===== src/hw/rtl/rtbl_pkg.sv =====
// ----------------------------------------------------------------------------
// rtbl_pkg: shared types for the IPv4 route table
// Command, result, entry and cell control types used by the route cells and
// the top level.
// ----------------------------------------------------------------------------
package rtbl_pkg;

    typedef enum logic [1:0] {
        MODE_ADD    = 2'd0,
        MODE_FIND   = 2'd1,
        MODE_EXISTS = 2'd2,
        MODE_DELETE = 2'd3
    } t_mode;

    typedef enum logic [1:0] {
        ST_OK   = 2'd0,
        ST_DUP  = 2'd1,
        ST_FULL = 2'd2,
        ST_MISS = 2'd3
    } t_status;

    typedef struct packed {
        t_mode       mode;
        logic [31:0] address;
        logic [31:0] netmask;
        logic [31:0] next_hop;
        logic [3:0]  iface_id;
    } t_req;

    typedef struct packed {
        t_status     status;
        logic [31:0] hit_base;
        logic [31:0] hit_mask;
        logic [31:0] hit_gateway;
        logic [3:0]  hit_iface;
    } t_rsp;

    typedef struct packed {
        logic [31:0] base;
        logic [31:0] mask;
        logic [31:0] gateway;
        logic [3:0]  iface;
    } t_entry;

    // broadcast to every cell during the execute cycle
    typedef struct packed {
        logic        do_ins;     // shift right from the insert point
        logic        do_del;     // shift left from the matching cell
        logic [31:0] key_base;   // base for pair compare (masked on add)
        logic [31:0] key_mask;
        logic [31:0] find_addr;  // raw address for prefix match
        t_entry      new_entry;
    } t_cell_ctl;

endpackage


===== src/hw/rtl/rtbl_cell.sv =====
// ----------------------------------------------------------------------------
// rtbl_cell: one route slot of the sorted chain
// Holds one entry, compares it against the broadcast key and shifts with its
// neighbors on insert and delete.
// ----------------------------------------------------------------------------
module rtbl_cell (
    input  logic                 i_clk,
    input  rtbl_pkg::t_cell_ctl  i_ctl,
    input  logic                 i_occ,
    input  rtbl_pkg::t_entry     i_left,
    input  rtbl_pkg::t_entry     i_right,
    input  logic                 i_ge_prev,
    input  logic                 i_hit_prev,
    input  logic                 i_del_prev,
    output rtbl_pkg::t_entry     o_entry,
    output logic                 o_ge,
    output logic                 o_hit_seen,
    output logic                 o_del_seen,
    output rtbl_pkg::t_entry     o_hit_data
);

    rtbl_pkg::t_entry r_entry;
    rtbl_pkg::t_entry n_entry;

    logic gt_key;
    logic pair_eq;
    logic hit;

    always_comb begin
        gt_key  = (i_ctl.key_base > r_entry.base) ||
                  ((i_ctl.key_base == r_entry.base) && (i_ctl.key_mask > r_entry.mask));
        pair_eq = i_occ && (i_ctl.key_base == r_entry.base) &&
                  (i_ctl.key_mask == r_entry.mask);
        hit     = i_occ && ((i_ctl.find_addr & r_entry.mask) == r_entry.base);
    end

    // new key sorts at or before this slot (empty slots always qualify)
    assign o_ge       = !i_occ || gt_key;
    assign o_hit_seen = i_hit_prev || hit;
    assign o_del_seen = i_del_prev || pair_eq;
    assign o_hit_data = (hit && !i_hit_prev) ? r_entry : '0;
    assign o_entry    = r_entry;

    always_comb begin
        n_entry = r_entry;
        if (i_ctl.do_ins) begin
            if (i_ge_prev) begin
                n_entry = i_left;
            end else if (o_ge) begin
                n_entry = i_ctl.new_entry;
            end
        end else if (i_ctl.do_del && o_del_seen) begin
            n_entry = i_right;
        end
    end

    always_ff @(posedge i_clk) begin
        r_entry <= n_entry;
    end

endmodule


===== config.mk =====
export PLATFORM = sky130hd
export DESIGN_NAME = rtbl_cell
export DESIGN_NICKNAME = d
export VERILOG_FILES = /design/src/hw/rtl/rtbl_pkg.sv /design/src/hw/rtl/rtbl_cell.sv
export SDC_FILE = /design/constraint.sdc
export NUM_CORES = 1
export LEC_CHECK = 0
export BUFFER_PORTS_ARGS = -buffer_cell sky130_fd_sc_hd__buf_2
export CAP_MARGIN = 10
export CELL_PAD_IN_SITES_DETAIL_PLACEMENT = 0
export CELL_PAD_IN_SITES_GLOBAL_PLACEMENT = 1
export CORE_AREA = 2 2 234 236
export CTS_CLUSTER_SIZE = 28
export DETAILED_ROUTE_END_ITERATION = 10
export DIE_AREA = 0 0 236 238
export GPL_ROUTABILITY_DRIVEN = 0
export GPL_TIMING_DRIVEN = 0
export PLACE_DENSITY_LB_ADDON = 0.1
export SYNTH_ARGS = -nofsm -noshare
export SYNTH_HDL_FRONTEND = slang
export SYNTH_SLANG_ARGS = --single-unit

===== constraint.sdc =====
create_clock -name i_clk -period 7.3 [get_ports i_clk]
set_input_delay 0.365 -clock i_clk [delete_from_list [all_inputs] [get_ports i_clk]]
set_output_delay 0.365 -clock i_clk [all_outputs]
set_load 0.01 [all_outputs]

==> results_tabular.tex <==
\begin{tabular}{lr}
\hline
Metric & Value \\
\hline
\multicolumn{2}{l}{\textbf{Status}} \\
Outcome & complete, no violations \\
\multicolumn{2}{l}{\textbf{Die}} \\
Top-level I/O count & just over 600 \\
Width of the chip & around 240 um \\
Num rows & 85 \\
Total Die Area & between 50,000 and 60,000 sq um \\
Placeable core region & about 53,000 sq um \\
Initial Utilization & approximately 15\% \\
Die outline height & $\sim$240 um \\
\multicolumn{2}{l}{\textbf{Global route}} \\
Remaining global-route overflow & 0 \\
Number of global-route vias before repair & around 9.4k \\
GRT Overall Usage & roughly 17\% \\
Antenna violations before repair & 12 \\
Global-route wire length before repair & approximately 67 mm \\
Maximum number of pins on one net before global-route repair & 25 \\
\multicolumn{2}{l}{\textbf{STA}} \\
Post-Route Setup TNS & 0 ps \\
Slew Viols, Final & 0 \\
Hold Violations, Final & 0 \\
Worst-case clock skew & about 19 ps \\
Worst Max-Slew Pin Slew & 1310 ps \\
Tightest slew margin relative to the limit & 12.8\% \\
Hold slack final & around 290 ps \\
Period utilization & a little over half \\
Unrepaired setup endpoints after global routing & false \\
Final Critical Period & $\sim$4000 ps \\
Max Fclk & approximately 250 MHz \\
Setup WS post-layout & approximately 3300 ps \\
Setup Viol. Count Final & 0 \\
\multicolumn{2}{l}{\textbf{Logic synthesis}} \\
Dominant combinational cell family by area after synthesis & simple AND/OR/NAND/NOR gates \\
Combined area of all synthesized cells & 7810 sq um \\
Number of warnings printed during yosys synthesis & 0 \\
Fraction of registers with async set/reset & 0\% \\
EDFF count, synth & 100 \\
Flip-flop cell with the highest count after synthesis & edfxtp\_1 \\
Average instance area after synthesis & between 9 and 10 sq um \\
Library cells used by synthesis & 38 \\
Multiplexer share of the synthesized area & 12.8\% \\
Compound-cell area share of the yosys netlist & between 10\% and 20\% \\
Xor/xnor cell area share of the yosys netlist & around 3.6\% \\
Synth Area in Simple Gates & between 10\% and 20\% \\
Fraction of the yosys area taken by sequential cells & 38.5\% \\
Cells after synthesis & between 800 and 900 \\
Post-synth net total & 1,334 \\
Synth Register Bits & 100 \\
Post-synthesis adder-cell area fraction & about a tenth \\
\multicolumn{2}{l}{\textbf{Worst setup path}} \\
Launch point of the worst reg-to-reg path & o\_entry[78] \\
Crit-path max FO & 10 \\
Origin of the worst setup path & o\_entry[57] \\
Data arrival at the endpoint of the critical path & 3630 ps \\
Critical path startpoint category & register \\
End of the worst register-to-register path & o\_entry[15] \\
Kind of capture point of the worst setup path & output port \\
Critical setup path kind & reg -> out \\
Minimum setup slack among reg-to-reg paths & approximately 3600 ps \\
Data required time of the critical path & $\sim$6900 ps \\
Critical path destination & o\_hit\_data[54] \\
Worst Reg-to-Reg Cells & 12 \\
\multicolumn{2}{l}{\textbf{CTS}} \\
Clock tree from TritonCTS & built \\
Clock buffer depth & 2 \\
Number of buffers created by CTS & 9 \\
Maximum level of the CTS H-tree & 3 \\
Clock insertion delay at the later pin of the skew report & between 300 and 400 ps \\
CTS sink cnt & 100 \\
Post-cts gate resize count & 0 \\
Post-CTS Hold Fix Bufs & 0 \\
Clk pin slew, worst setup/hold paths & about 80 ps \\
CTS Root Cell & clkbuf\_16 \\
Post-CTS setup-driven buffer insertion count & 0 \\
\multicolumn{2}{l}{\textbf{Layout}} \\
Synthesis-to-finish area growth & 55.6\% \\
Final net count & around 2.0k \\
Number of flip-flops in the largest register & 100 \\
Non-filler cells in the finished layout & approximately 2.2k \\
Fraction of final layout cells with drive strength greater than 1 & roughly 42\% \\
Final core occ & between 20\% and 30\% \\
Final instance area & roughly 12,000 sq um \\
\multicolumn{2}{l}{\textbf{Place}} \\
Dpl cell area & 11,800 sq um \\
Hpwl dp & about 43 mm \\
Buffers added on ports & about 600 \\
Cells after DPL & 2,172 \\
Post-Place Worst Slack & around 3400 ps \\
\multicolumn{2}{l}{\textbf{Route}} \\
Number of nets with antenna violations after routing & 0 \\
Final routed DRC violation total & 0 \\
Router iterations before antenna repair & 4 \\
First-iteration detailed-routing DRC count & between 200 and 300 \\
Average via count per standard cell & roughly 4.0 \\
Total length of routed wires & 49.3 mm \\
Total number of vias & approximately 8.8k \\
Average wire per standard cell & about 22 um \\
\multicolumn{2}{l}{\textbf{Min path}} \\
Worst min-delay path class & in -> reg \\
Count of cells along the worst hold path & 3 \\
\multicolumn{2}{l}{\textbf{Pwr}} \\
Worst IR Drop VDD & 0.116 mV \\
Standby leakage power & 6.09 nW \\
Power per standard cell area & about 150 nW/um\^{}2 \\
Power after layout & 1.82 mW \\
\multicolumn{2}{l}{\textbf{Job}} \\
Max-capacitance violation count & 0 \\
\hline
\end{tabular}
synth_stat cells (18+ instances only):
master | instances | area [sq um]
a21oi_1 | 124 | 621
xnor2_1 | 32 | 280
nor3_1 | 65 | 325
nor2_1 | 107 | 402
buf_1 | 19 | 71.3
nand4_1 | 18 | 113
inv_1 | 66 | 248
edfxtp_1 | 100 | 3000
and2_1 | 38 | 238
ha_1 | 64 | 801
clkbuf_1 | 27 | 101
nand2_1 | 43 | 161
mux2i_1 | 100 | 1000
cell usage in the layout (no fill, tap or decap), drive strengths merged, types with 2 or more instances in the layout:
cell type / count
buf: 632
a21oi: 124
nor2: 108
mux2i: 100
edfxtp: 100
inv: 68
nor3: 65
ha: 64
nand2: 43
and2: 38
clkbuf: 37
xnor2: 32
nand4: 18
nor4: 12
nand3: 10
diode: 9
o21ai: 5
a21o: 5
nand2b: 3
nor2b: 3
o211ai: 3
clkinv: 3
a2111oi: 2
a221oi: 2
clkinvlp: 2
a31oi: 2
power breakdown:
part	switching, mW	leakage [nW]	total [mW]	internal (mW)
Clock	0.261	0.133	0.498	0.237
Combinational	0.313	4.98	0.555	0.242
Sequential	0.0580	0.973	0.763	0.705
per-layer routing:
metal | GRT usage (%) | routed length [um] | vias up
li1 | - | - | 4336
met1 | 19.5 | 19800 | 4100
met2 | 31.5 | 26000 | 314
met3 | 4.33 | 2850 | 28
met4 | 4.17 | 621 | 6
met5 | 0 | 34 | -
cell families after synthesis:
kind of cell / after synthesis
AOI/OAI and AO/OA: 150
xor gates and xnor gates: 32
adders and majority gates: 64
buffers and inverters: 117
DFF: 100
muxes: 100
and+or+nand+nor: 304
worst min-delay path by stage:
| stage | from | endpoint | slack (ps) |
|---|---|---|---|
| floorplan | i_right[29] | o_entry[29] | 590 |
| global placement | i_right[21] | o_entry[21] | 680 |
| detailed placement | i_right[3] | o_entry[3] | 690 |
| CTS | i_right[3] | o_entry[3] | 250 |
| global route | i_right[26] | o_entry[26] | 270 |
| finish | i_right[19] | o_entry[19] | 290 |
final cells by class:
type / instances / area, sq um
fillers: 6091 / 41300
multi-input cells: 650 / 4360
repair buffers: 609 / 3150
flip-flops and latches: 100 / 3000
well taps: 696 / 871
inverters: 66 / 248
clock buffers: 9 / 225
plain buffers: 51 / 216
clock inverters: 7 / 58.8
diodes: 9 / 22.5
worst max-delay path, stage by stage (launching register included):
cell      delay, ps
edfxtp_1        500
nand2_1         110
xnor2_1         170
nor4_1          650
nand2_1         110
or4_1           500
buf_2           260
clkbuf_1        320
nor3_1          400
buf_2           210
(Power assumes the default switching activity.)
